<file path="src/hdl/bcsa1_pkg.sv">
// bcsa1_pkg: shared constants for the BLE channel selection #1 hop sequencer.
// No dependencies; used by the top level and its checker.

package bcsa1_pkg;

    localparam int NUM_CHANNELS_DEF = 37;

    localparam int MODE_W  = 2;
    localparam int START_W = 6;
    localparam int IDX_W   = 6;
    localparam int HOP_W   = 5;
    localparam int OP_W    = 7;
    localparam int STEP_W  = 3;

    localparam int S_DATA_W = 8;
    localparam int M_DATA_W = 16;
    localparam int APB_DW   = 64;
    localparam int APB_AW   = 4;

    localparam logic [HOP_W-1:0] HOP_RESET = 5'd5;

    // register select, taken from paddr[3] (registers sit at 0x0 and 0x8)
    localparam logic REG_CHANNEL_MAP   = 1'b0;
    localparam logic REG_HOP_INCREMENT = 1'b1;

    localparam logic [MODE_W-1:0] MODE_ADVANCE = 2'd0;
    localparam logic [MODE_W-1:0] MODE_QUERY   = 2'd1;
    localparam logic [MODE_W-1:0] MODE_ZERO    = 2'd2;
    localparam logic [MODE_W-1:0] MODE_LOAD    = 2'd3;

    typedef enum logic [2:0] {
        ST_REBUILD,
        ST_IDLE,
        ST_MOD_N,
        ST_CHECK,
        ST_MOD_CNT,
        ST_READ,
        ST_RESULT
    } state_t;

endpackage

</file>
<file path="src/hdl/ble_csa1_hop_sequencer.sv">
// Bluetooth LE channel selection algorithm #1 hop sequencer, top level.
// Depends on bcsa1_pkg.

// One beat in gives one beat out. A new input beat is taken only once the
// result of the last one is in the output register. A beat passes ST_MOD_N
// and ST_CHECK, for a remapped index also ST_MOD_CNT and ST_READ, then
// ST_RESULT. The index is wrapped modulo the channel count by
// compare-and-subtract, registered in ST_MOD_N. A remapped index is reduced
// modulo the used count by a bit-serial remainder unit, one dividend bit per
// step, and then the used channel list memory is read via a registered port.
// After reset and after every channel_map write the list is rebuilt by a
// sweep over all NUM_CHANNELS channels, during which s_tready stays low.
// Results wait in an output register, and s_tready returns while a result is
// still held. A finished result waits while the output register holds a beat
// that has not been taken, and no new beat is taken during that time.
module ble_csa1_hop_sequencer
    import bcsa1_pkg::*;
#(
    parameter int NUM_CHANNELS = NUM_CHANNELS_DEF
)
(
    input  logic                clk,
    input  logic                rst_n,
    input  logic                s_tvalid,
    output logic                s_tready,
    input  logic [S_DATA_W-1:0] s_tdata,   // [1:0] mode, [7:2] start_channel
    output logic                m_tvalid,
    input  logic                m_tready,
    output logic [M_DATA_W-1:0] m_tdata,   // [5:0] channel, [11:6] unmapped_index,
                                           // [12] map_empty, [15:13] zero
    input  logic                psel,
    input  logic                penable,
    input  logic                pwrite,
    input  logic [APB_AW-1:0]   paddr,
    input  logic [APB_DW-1:0]   pwdata,
    output logic [APB_DW-1:0]   prdata,
    output logic                pready
);

    localparam int CH_W  = $clog2(NUM_CHANNELS);
    localparam int CNT_W = $clog2(NUM_CHANNELS + 1);

    state_t state_reg, state_next;

    logic [NUM_CHANNELS-1:0] map_reg;
    logic [HOP_W-1:0]        hop_reg;
    logic [CH_W-1:0]         sweep_reg;
    logic [CNT_W-1:0]        count_reg;
    logic [CH_W-1:0]         unmapped_reg;
    logic [CH_W-1:0]         chan_reg;

    logic [OP_W-1:0]   dvd_reg;
    logic [OP_W-1:0]   rem_reg;
    logic [OP_W-1:0]   dsr_reg;
    logic [STEP_W-1:0] step_reg;
    logic [OP_W:0]     trial;
    logic [OP_W:0]     diff;
    logic [OP_W-1:0]   rem_next;
    logic              div_last;
    logic [OP_W-1:0]   wrapped;

    logic [CH_W-1:0] list_mem [NUM_CHANNELS];
    logic [CH_W-1:0] rd_data_reg;
    logic [CH_W-1:0] rd_addr;
    logic            rd_en;

    logic              m_tvalid_reg;
    logic [M_DATA_W-1:0] m_tdata_reg;

    logic            cfg_wr;
    logic            map_wr;
    logic            hop_wr;
    logic            in_beat;
    logic            out_load;
    logic            map_empty;
    logic            cur_used;
    logic            end_sweep;
    logic [MODE_W-1:0]  in_mode;
    logic [START_W-1:0] in_start;
    logic [OP_W-1:0]    operand;

    // wrap modulo the channel count: compare-and-subtract against the shifted counts
    function automatic logic [OP_W-1:0] wrap_n(input logic [OP_W-1:0] x);
        logic [OP_W-1:0] r;
        r = x;
        for (int k = OP_W - 1; k >= 0; k--)
        begin
            if ((NUM_CHANNELS << k) < (1 << OP_W))
            begin
                if (r >= OP_W'(NUM_CHANNELS << k))
                begin
                    r = r - OP_W'(NUM_CHANNELS << k);
                end
            end
        end
        return r;
    endfunction

    assign pready   = 1'b1;
    assign cfg_wr   = psel & penable & pwrite & pready;
    assign map_wr   = cfg_wr & (paddr[3] == REG_CHANNEL_MAP);
    assign hop_wr   = cfg_wr & (paddr[3] == REG_HOP_INCREMENT);

    assign in_mode  = s_tdata[MODE_W-1:0];
    assign in_start = s_tdata[MODE_W +: START_W];
    assign in_beat  = s_tvalid & s_tready;

    assign map_empty = (count_reg == '0);
    assign cur_used  = map_reg[unmapped_reg];
    assign end_sweep = (sweep_reg == CH_W'(NUM_CHANNELS - 1));

    assign m_tvalid = m_tvalid_reg;
    assign m_tdata  = m_tdata_reg;

    assign wrapped  = wrap_n(dvd_reg);

    always_comb
    begin
        unique case (paddr[3])
            REG_CHANNEL_MAP:   prdata = APB_DW'(map_reg);
            REG_HOP_INCREMENT: prdata = APB_DW'(hop_reg);
            default:           prdata = '0;
        endcase
    end

    // restoring remainder, one dividend bit per cycle
    assign trial    = {rem_reg, dvd_reg[OP_W-1]};
    assign diff     = trial - {1'b0, dsr_reg};
    assign rem_next = (trial >= {1'b0, dsr_reg}) ? diff[OP_W-1:0] : trial[OP_W-1:0];
    assign div_last = (step_reg == STEP_W'(OP_W - 1));

    always_comb
    begin
        unique case (in_mode)
            MODE_ADVANCE: operand = OP_W'(unmapped_reg) + OP_W'(hop_reg);
            MODE_QUERY:   operand = OP_W'(unmapped_reg);
            MODE_ZERO:    operand = '0;
            MODE_LOAD:    operand = OP_W'(in_start);
            default:      operand = '0;
        endcase
    end

    // next state
    always_comb
    begin
        state_next = state_reg;
        if (map_wr)
        begin
            state_next = ST_REBUILD;
        end
        else
        begin
            unique case (state_reg)
                ST_REBUILD: if (end_sweep) state_next = ST_IDLE;
                ST_IDLE:    if (in_beat) state_next = ST_MOD_N;
                ST_MOD_N:   state_next = ST_CHECK;
                ST_CHECK:   state_next = (cur_used || map_empty) ? ST_RESULT : ST_MOD_CNT;
                ST_MOD_CNT: if (div_last) state_next = ST_READ;
                ST_READ:    state_next = ST_RESULT;
                ST_RESULT:  if (out_load) state_next = ST_IDLE;
                default:    state_next = ST_REBUILD;
            endcase
        end
    end

    // control outputs
    always_comb
    begin
        s_tready = 1'b0;
        out_load = 1'b0;
        rd_en    = 1'b0;
        rd_addr  = rem_next[CH_W-1:0];
        unique case (state_reg)
            ST_IDLE:    s_tready = 1'b1;
            ST_MOD_CNT: rd_en = div_last;
            ST_RESULT:  out_load = ~m_tvalid_reg | m_tready;
            default:    ;
        endcase
    end

    always_ff @(posedge clk or negedge rst_n)
    begin
        if (!rst_n)
        begin
            state_reg    <= ST_REBUILD;
            map_reg      <= {NUM_CHANNELS{1'b1}};
            hop_reg      <= HOP_RESET;
            sweep_reg    <= '0;
            count_reg    <= '0;
            unmapped_reg <= '0;
            m_tvalid_reg <= 1'b0;
        end
        else
        begin
            state_reg <= state_next;
            if (map_wr)
            begin
                map_reg   <= pwdata[NUM_CHANNELS-1:0];
                sweep_reg <= '0;
                count_reg <= '0;
            end
            else if (state_reg == ST_REBUILD)
            begin
                sweep_reg <= sweep_reg + 1'b1;
                if (map_reg[sweep_reg])
                begin
                    count_reg <= count_reg + 1'b1;
                end
            end
            if (hop_wr)
            begin
                hop_reg <= pwdata[HOP_W-1:0];
            end
            if (state_reg == ST_MOD_N)
            begin
                unmapped_reg <= wrapped[CH_W-1:0];
            end
            if (out_load)
            begin
                m_tvalid_reg <= 1'b1;
            end
            else if (m_tready)
            begin
                m_tvalid_reg <= 1'b0;
            end
        end
    end

    // datapath, no reset
    always_ff @(posedge clk)
    begin
        unique case (state_reg)
            ST_IDLE:
            begin
                dvd_reg  <= operand;
            end
            ST_CHECK:
            begin
                chan_reg <= unmapped_reg;
                dvd_reg  <= OP_W'(unmapped_reg);
                rem_reg  <= '0;
                dsr_reg  <= OP_W'(count_reg);
                step_reg <= '0;
            end
            ST_MOD_CNT:
            begin
                dvd_reg  <= {dvd_reg[OP_W-2:0], 1'b0};
                rem_reg  <= rem_next;
                step_reg <= step_reg + 1'b1;
            end
            ST_READ:
            begin
                chan_reg <= rd_data_reg;
            end
            default: ;
        endcase
        if (out_load)
        begin
            m_tdata_reg <= {3'b000, map_empty, IDX_W'(unmapped_reg), IDX_W'(chan_reg)};
        end
    end

    // used channel list
    always_ff @(posedge clk)
    begin
        if (state_reg == ST_REBUILD && !map_wr && map_reg[sweep_reg])
        begin
            list_mem[count_reg[CH_W-1:0]] <= sweep_reg;
        end
        if (rd_en)
        begin
            rd_data_reg <= list_mem[rd_addr];
        end
    end

endmodule

</file>
<file path="config.mk">
export PLATFORM = sky130hd
export DESIGN_NAME = ble_csa1_hop_sequencer
export DESIGN_NICKNAME = d
export VERILOG_FILES = /design/src/hdl/bcsa1_pkg.sv /design/src/hdl/ble_csa1_hop_sequencer.sv
export SDC_FILE = /design/constraint.sdc
export NUM_CORES = 1
export LEC_CHECK = 0
export BUFFER_PORTS_ARGS = -buffer_cell sky130_fd_sc_hd__buf_2
export CAP_MARGIN = 25
export CORE_MARGIN = 2
export CORE_UTILIZATION = 47
export DETAILED_ROUTE_END_ITERATION = 8
export PLACE_DENSITY = 0.69
export RECOVER_POWER = 50
export SETUP_SLACK_MARGIN = 0.05
export SYNTH_ARGS = -nofsm -noshare
export SYNTH_HDL_FRONTEND = slang
export SYNTH_SLANG_ARGS = --single-unit
</file>
<file path="constraint.sdc">
create_clock -name clk -period 7 [get_ports clk]
set_input_delay 0.7 -clock clk [delete_from_list [all_inputs] [get_ports clk]]
set_output_delay 0.7 -clock clk [all_outputs]
set_load 0.005 [all_outputs]
</file>
==> reports/results.tsv, run 1 <==
stage	metric	value	unit
clock_tree	post-cts-setup-buffers	0	
clock_tree	cts.htree.levels	2	
finish	layout.cells.most_common	sky130_fd_sc_hd__edfxtp_1	
status	status	finished with violations	
pwr	share_clk_of_total_power	0.267	
setup_path	timing.critical_path.slowest_stage_cell	sky130_fd_sc_hd__clkbuf_1	
clock_tree	worst_setup_hold_path_clk_slew	60	ps
global_routing	grt_util_all_layers	0.202	
clock_tree	clock_insertion_delay_worst_skew	530	ps
sta	timing.slew.headroom	-1.35	
pwr	leak_pwr	6.53	nW
sta	rsz0062_at_grt	no	
setup_path	start_kind	flop	
floorplan	std_cell_rows	67	
drt	via_count	10037	
yosys	netlist_instances	1170	
clock_tree	tritoncts.num_buffers	35	
setup_path	critical_path_required	7140	ps
status	failed_checks	max-capacitance violations, max-slew violations	
yosys	netlist_area	0.0158	mm²
sta	report.final.setup_viol	0	
drt	routed_wire_length_per_instance	20.7	µm
setup_path	cp_cell_sequence	clkbuf_1 > mux4_2 > mux2i_1 > o31ai_1 > o211ai_4 > nor3_2 > nand3_2 > nor2_1	
pwr	pwr_per_cell_area	419	mW/mm²
finish	drive_above_1_share	0.252	
sta	maxSlewViolCount	400	
yosys	postSynthRegisterBits	334	
yosys	number_of_synthesis_warnings	0	
floorplan	fp.dieW	187	µm
pwr	combPwrFrac	0.342	
setup_path	timing.critical_path.fanout_max	29	
place	port_buffers	104	
pwr	power_report.internal_total	0.00485	W
min_path	hold_class	input port to flop	
place	placedCellCount	1671	
global_routing	grt_start_max_net_pins	65	
sta	final.period_utilization	0.753	
sta	worst_pin_slew	3530	ps
drt	routed_via_density	5.78	
yosys	ys_async_sr_fraction	0.192	
yosys	synth_enable_flop_cells	270	
setup_path	worst_ep_arrival_time	5410	ps
pwr	power.switching_fraction	0.349	
clock_tree	cts.root.buffer_cell	sky130_fd_sc_hd__clkbuf_16	
sta	highest_clock_rate	0.190	GHz
sta	final_period_minus_worst_setup_slack	5270	ps
clock_tree	cts-root-to-sink-buffers	3	
finish	antenna_cells_inserted	0	
finish	final_cell_count_no_fill	1736	
floorplan	floorplan.die_area	0.0351	mm²
drt	detailedRoute.firstPassIterationCount	8	
setup_path	setup.worst_path.end_class	flop	
clock_tree	clock-sinks	334	
drt	wirelength	35900	µm
yosys	synth_flop_cell	sky130_fd_sc_hd__edfxtp_1	
place	place_hpwl	22800	µm
yosys	netlist-cell-type-count	71	
finish	most-common-layout-cells	sky130_fd_sc_hd__edfxtp_1 (270), sky130_fd_sc_hd__buf_2 (103), sky130_fd_sc_hd__nor2_1 (87), sky130_fd_sc_hd__nand2_1 (73), sky130_fd_sc_hd__mux2_2 (63)	
pwr	power_frac_seq	0.391	
clock_tree	cts.repair.resized	0	
global_routing	grt_remaining_overflow	0	
setup_path	critPathMaxStageDelay	1310	ps
job	cap_viol_max_count	9	
sta	setup-tns-final	0	ps
place	finalWeightedCongestion	0.819	
floorplan	ioPinCount	166	
setup_path	path_buf_inv	1	
pwr	power.switching	0.00260	W
finish	num-nets-final	1369	
setup_path	timing.setup.critical_path_class	flop to flop	
clock_tree	cts_tree	built	
global_routing	grt_first_pass_wirelength	55300	µm
drt	drc_errors	0	
sta	fin_worst_skew	25.0	ps
floorplan	chipHeight	187	µm
yosys	synth.avg_cell_area	13.5	µm²
sta	final-hold-violation-count	0	
drt	initialDrtViolationCount	888	
drt	antenna_violating_nets_post_route	0	
clock_tree	cts-hold-fix-buffers	0	
global_routing	grt_antenna_before_repair	0	
finish	largest_reg_flops	222	
global_routing	vias_in_the_first_global_route	9646	
setup_path	cp_top_family	simple AND/OR/NAND/NOR gates	
yosys	seq_area_frac_synth	0.618	
pwr	vdd.ir_drop.worst	329	µV
floorplan	initial_utilization	0.474	
floorplan	coreArea	0.0333	mm²
finish	area_growth_syn_to_layout	12.8	%
==> kinds of logic (layout without fill, tap and decap cells) <==
| group | Yosys count | after routing | share of synthesized area |
|---|---|---|---|
| flip-flops | 334 | 334 | 0.618 |
| other | 2 | 31 | 0.000476 |
| buffers and inverters | 126 | 215 | 0.0413 |
| XOR/XNOR | 20 | 20 | 0.0111 |
| multiplexers | 110 | 110 | 0.103 |
| AO/OA/AOI/OAI | 199 | 199 | 0.0927 |
| adder cells (fa/ha/maj) | 22 | 22 | 0.0184 |
| AND/OR/NAND/NOR | 357 | 357 | 0.115 |
==> worst paths after layout <==
| path | start | end | slack [ps] | cells past startpoint |
|---|---|---|---|---|
| setup reg to reg | sweep_reg[0]$_DFFE_PN0P_ | list_mem[31][3]$_DFFE_PP_ | 1730 | 8 |
| max in group asynchronous | rst_n | state_reg[0]$_DFFE_PN0P_ | 3520 | 2 |
| hold reg to reg | chan_reg[5]$_DFFE_PP_ | m_tdata[5]$_DFFE_PP_ | 470 | 0 |
| setup / recovery | sweep_reg[0]$_DFFE_PN0P_ | list_mem[31][3]$_DFFE_PP_ | 1730 | 8 |
| hold / removal | pwdata[5] | map_reg[5]$_DFFE_PN1P_ | 420 | 2 |
| min in group asynchronous | rst_n | sweep_reg[4]$_DFFE_PN0P_ | 1490 | 2 |
==> final cells by class <==
cell class              instances  area, µm²
clock inverters                21        297
repair buffers                125        643
flip-flops and latches        334       9760
multi-input cells             739       5500
fillers                      2711      15500
well taps                     448        561
inverters                      29        109
clock buffers                  40        936
==> Yosys cell counts, types with 3 or more instances <==
library cell / n / share of area
sky130_fd_sc_hd__a22oi_1: 7 / 0.0033
sky130_fd_sc_hd__inv_1: 28 / 0.0067
sky130_fd_sc_hd__or4_1: 6 / 0.0029
sky130_fd_sc_hd__o31ai_1: 4 / 0.0019
sky130_fd_sc_hd__a211oi_1: 30 / 0.014
sky130_fd_sc_hd__nor3_1: 10 / 0.0032
sky130_fd_sc_hd__nand3_2: 3 / 0.0019
sky130_fd_sc_hd__nor2b_1: 41 / 0.016
sky130_fd_sc_hd__a211o_1: 31 / 0.017
sky130_fd_sc_hd__and2_1: 10 / 0.0040
sky130_fd_sc_hd__buf_6: 3 / 0.0021
sky130_fd_sc_hd__mux4_2: 35 / 0.050
sky130_fd_sc_hd__nand3_1: 44 / 0.014
sky130_fd_sc_hd__dfstp_2: 39 / 0.065
sky130_fd_sc_hd__nand2_1: 73 / 0.017
sky130_fd_sc_hd__nand4_1: 5 / 0.0020
sky130_fd_sc_hd__a21o_1: 5 / 0.0024
sky130_fd_sc_hd__buf_1: 3 / 0.00071
sky130_fd_sc_hd__clkbuf_1: 38 / 0.0090
sky130_fd_sc_hd__nor3b_1: 5 / 0.0024
sky130_fd_sc_hd__a21oi_1: 36 / 0.011
sky130_fd_sc_hd__o21ai_0: 33 / 0.010
sky130_fd_sc_hd__xnor2_1: 10 / 0.0055
sky130_fd_sc_hd__edfxtp_1: 270 / 0.51
sky130_fd_sc_hd__and3_1: 46 / 0.018
sky130_fd_sc_hd__dfrtp_1: 25 / 0.040
sky130_fd_sc_hd__mux2i_1: 11 / 0.0070
sky130_fd_sc_hd__nor4_1: 3 / 0.0012
sky130_fd_sc_hd__nand2b_1: 10 / 0.0040
sky130_fd_sc_hd__xor2_1: 10 / 0.0055
sky130_fd_sc_hd__a31oi_1: 5 / 0.0020
sky130_fd_sc_hd__a2111oi_0: 3 / 0.0017
sky130_fd_sc_hd__buf_2: 17 / 0.0054
sky130_fd_sc_hd__mux2_2: 63 / 0.045
sky130_fd_sc_hd__nor2_1: 88 / 0.021
sky130_fd_sc_hd__buf_4: 36 / 0.017
sky130_fd_sc_hd__a311oi_1: 18 / 0.010
sky130_fd_sc_hd__ha_1: 20 / 0.016
sky130_fd_sc_hd__a31o_2: 3 / 0.0017
sky130_fd_sc_hd__or3_1: 4 / 0.0016
==> metrics by stage <==
stage	setup WS, ps	power (W)	area (µm²)	hold slack [ps]	util
2_1_floorplan	3670	0.00469	15900	400	-
3_3_place_gp	2400	0.00541	16600	447	0.498
3_5_place_dp	2290	0.00547	16600	449	0.498
4_1_cts	2260	0.00746	17800	396	0.535
5_1_grt	1350	0.00781	17800	408	0.535
6_report	1730	0.00745	17800	416	0.535
==> routing by layer <==
metal  vias to the layer above  track usage  part of all wire
met2                       384        0.333              0.49
met1                      5027        0.283              0.43
met5                         -            0                 0
li1                       4570            -                 -
met4                         0       0.0543             0.023
met3                        56       0.0293             0.060
==> power groups by stage <==
stage	registers, W	logic [W]	clock network (W)
2_1_floorplan	0.00289	0.00180	0
3_3_place_gp	0.00297	0.00245	0
3_5_place_dp	0.00298	0.00249	0
4_1_cts	0.00294	0.00251	0.00201
5_1_grt	0.00295	0.00277	0.00209
6_report	0.00292	0.00255	0.00199
(Power assumes the default switching activity.)
==> run 2: changes to the inputs <==
clock period = 5.15 ns   (was 7 ns; I/O delays follow)
==> reports/results.tsv, run 2 (synthesis gave the netlist of run 1 again) <==
stage	metric	value	unit	change
global_routing	vias_in_the_first_global_route	9860		was 9646
clock_tree	post-cts-setup-buffers	0		unchanged
clock_tree	worst_setup_hold_path_clk_slew	60	ps	about the same
finish	area_growth_syn_to_layout	13.6	%	was 12.8%
drt	wirelength	36000	µm	was 35900 µm
floorplan	std_cell_rows	67		unchanged
clock_tree	clock_insertion_delay_worst_skew	520	ps	was 530 ps
drt	drc_errors	0		unchanged
sta	timing.slew.headroom	-1.34		was -1.35
floorplan	chipHeight	187	µm	unchanged
global_routing	met2_usage	0.336		was 0.333
setup_path	critPathMaxStageDelay	1600	ps	was 1310 ps
floorplan	fp.dieW	187	µm	unchanged
place	worst_setup_slack_after_placement	652	ps	was 2290 ps
pwr	vdd.ir_drop.worst	327	µV	was 329 µV
finish	layout.filler_cells	2677		was 2711
setup_path	cp_top_family	buffers and inverters		was simple AND/OR/NAND/NOR gates
finish	final_cell_count_no_fill	1743		was 1736
drt	antenna_violating_nets_post_route	0		unchanged
job	cap_viol_max_count	9		unchanged
place	place_hpwl	22900	µm	was 22800 µm
place	port_buffers	104		unchanged
setup_path	cp_cell_sequence	clkbuf_1 > mux2i_1 > o31ai_1 > o211ai_4 > nor3_2 > nand3b_2 > nor2_1		was clkbuf_1 > mux4_2 > mux2i_1 > o31ai_1 > o211ai_4 > nor3_2 > nand3_2 > nor2_1
finish	most-common-layout-cells	sky130_fd_sc_hd__edfxtp_1 (270), sky130_fd_sc_hd__buf_2 (103), sky130_fd_sc_hd__nor2_1 (87), sky130_fd_sc_hd__nand2_1 (73), sky130_fd_sc_hd__mux2_2 (63)		unchanged
setup_path	critical_path_required	5290	ps	was 7140 ps
global_routing	grt_first_pass_wirelength	55600	µm	was 55300 µm
setup_path	setup.worst_path.end_class	flop		unchanged
sta	final-hold-violation-count	0		unchanged
global_routing	grt_remaining_overflow	0		unchanged
setup_path	path_buf_inv	1		unchanged
pwr	pwr_per_cell_area	577	mW/mm²	was 419 mW/mm²
drt	detailedRoute.firstPassIterationCount	5		was 8
global_routing	grt_start_max_net_pins	65		unchanged
clock_tree	cts.repair.resized	0		unchanged
sta	timing.final.ws_setup	521	ps	was 1730 ps
clock_tree	cts.htree.levels	2		unchanged
setup_path	timing.critical_path.fanout_max	42		was 29
sta	highest_clock_rate	0.216	GHz	was 0.190 GHz
sta	setup-tns-final	0	ps	unchanged
min_path	hold_class	input port to flop		unchanged
drt	routed_wire_length_per_instance	20.6	µm	was 20.7 µm
finish	largest_reg_flops	222		unchanged
global_routing	gr-max-usage-layer	met2		unchanged
sta	final.period_utilization	0.899		was 0.753
floorplan	ioPinCount	166		unchanged
clock_tree	clock-sinks	334		unchanged
sta	worst_pin_slew	3500	ps	was 3530 ps
clock_tree	tritoncts.num_buffers	36		was 35
setup_path	worst_ep_arrival_time	4770	ps	was 5410 ps
global_routing	grt.met3_usage	0.0304		was 0.0293
status	failed_checks	max-capacitance violations, max-slew violations		unchanged
setup_path	timing.setup.critical_path_class	flop to flop		unchanged
setup_path	timing.critical_path.slowest_stage_cell	sky130_fd_sc_hd__clkbuf_1		unchanged
place	finalWeightedCongestion	0.837		was 0.819
sta	rsz0062_at_grt	no		unchanged
floorplan	coreArea	0.0333	mm²	unchanged
sta	final_period_minus_worst_setup_slack	4630	ps	was 5270 ps
clock_tree	cts-root-to-sink-buffers	3		unchanged
finish	layout.cells.most_common	sky130_fd_sc_hd__edfxtp_1		unchanged
place	placedCellCount	1675		was 1671
drt	initialDrtViolationCount	844		was 888
global_routing	grt_antenna_before_repair	1		was 0
global_routing	global_route.usage.met1	0.275		was 0.283
sta	fin_worst_skew	17.9	ps	was 25.0 ps
setup_path	start_kind	flop		unchanged
finish	drive_above_1_share	0.256		was 0.252
floorplan	initial_utilization	0.474		unchanged
floorplan	floorplan.die_area	0.0351	mm²	unchanged
clock_tree	cts.root.buffer_cell	sky130_fd_sc_hd__clkbuf_16		unchanged
finish	num-nets-final	1372		was 1369
drt	via_count	10008		about the same
drt	routed_via_density	5.74		was 5.78
global_routing	grt_util_all_layers	0.202		about the same
clock_tree	cts-hold-fix-buffers	0		unchanged
pwr	leak_pwr	6.59	nW	was 6.53 nW
status	status	finished with violations		unchanged
clock_tree	cts_tree	built		unchanged
sta	report.final.setup_viol	0		unchanged
finish	antenna_cells_inserted	0		unchanged
sta	maxSlewViolCount	395		was 400
-- run 2: changes by cell type in the layout (fill, tap and decap cells not counted) --
cell | before | now
sky130_fd_sc_hd__clkbuf_1 | 13 | 19
sky130_fd_sc_hd__clkinv_1 | 8 | 2
sky130_fd_sc_hd__buf_4 | 9 | 13
sky130_fd_sc_hd__bufinv_16 | 7 | 9
sky130_fd_sc_hd__clkbuf_16 | 36 | 38
sky130_fd_sc_hd__clkinv_2 | 2 | 4
sky130_fd_sc_hd__inv_6 | 2 | 0
sky130_fd_sc_hd__buf_12 | 0 | 1
sky130_fd_sc_hd__buf_6 | 1 | 0
sky130_fd_sc_hd__clkbuf_4 | 1 | 0
sky130_fd_sc_hd__clkinv_4 | 1 | 0
sky130_fd_sc_hd__clkinvlp_4 | 1 | 2
-- run 2: through the flow --
step | instance area, µm² | util | hold WS (ps) | power (W)
after global placement | 16600 | 0.499 | 448 | 0.00740
after floorplan | 15900 | - | 219 | 0.00638
after global routing | 17900 | 0.539 | 223 | 0.0108
after CTS | 18000 | 0.539 | 217 | 0.0104
final | 17900 | 0.539 | 230 | 0.0104
after detailed placement | 16600 | 0.499 | 433 | 0.00747
-- run 2: final timing paths --
path / startpoint / to / slack (ps) / cells past startpoint
setup / recovery: sweep_reg[2]$_DFFE_PN0P_ / list_mem[19][1]$_DFFE_PP_ / 520 / 7
hold / removal: pwdata[14] / map_reg[14]$_DFFE_PN1P_ / 230 / 2
setup reg to reg: sweep_reg[2]$_DFFE_PN0P_ / list_mem[19][1]$_DFFE_PP_ / 520 / 7
hold reg to reg: chan_reg[0]$_DFFE_PP_ / m_tdata[0]$_DFFE_PP_ / 450 / 0
max in group asynchronous: rst_n / state_reg[2]$_DFFE_PN0P_ / 1880 / 2
min in group asynchronous: rst_n / hop_reg[4]$_DFFE_PN0P_ / 1310 / 2
-- run 2: power by group --
group	total [W]	leakage [nW]	internal (W)	switching [W]
Clock	0.00287	0.645	0.00184	0.00104
Sequential	0.00400	3.19	0.00361	0.000385
Combinational	0.00348	2.76	0.00134	0.00214
-- run 2: area by class of cell --
class                      count  area (µm²)  area share
clock inverter                17         325      0.0181
inverter                      29         109     0.00607
multi-input combinational    739        5500       0.307
clock buffer                  49        1010      0.0564
tap                          448         561      0.0313
sequential                   334        9760       0.544
timing repair buffer         127         671      0.0374
-- run 2: routing by layer --
layer / vias up / wire length, µm
met5: - / 13
met4: 2 / 800
met3: 65 / 2390
met2: 368 / 17500
met1: 4985 / 15300
li1: 4588 / -
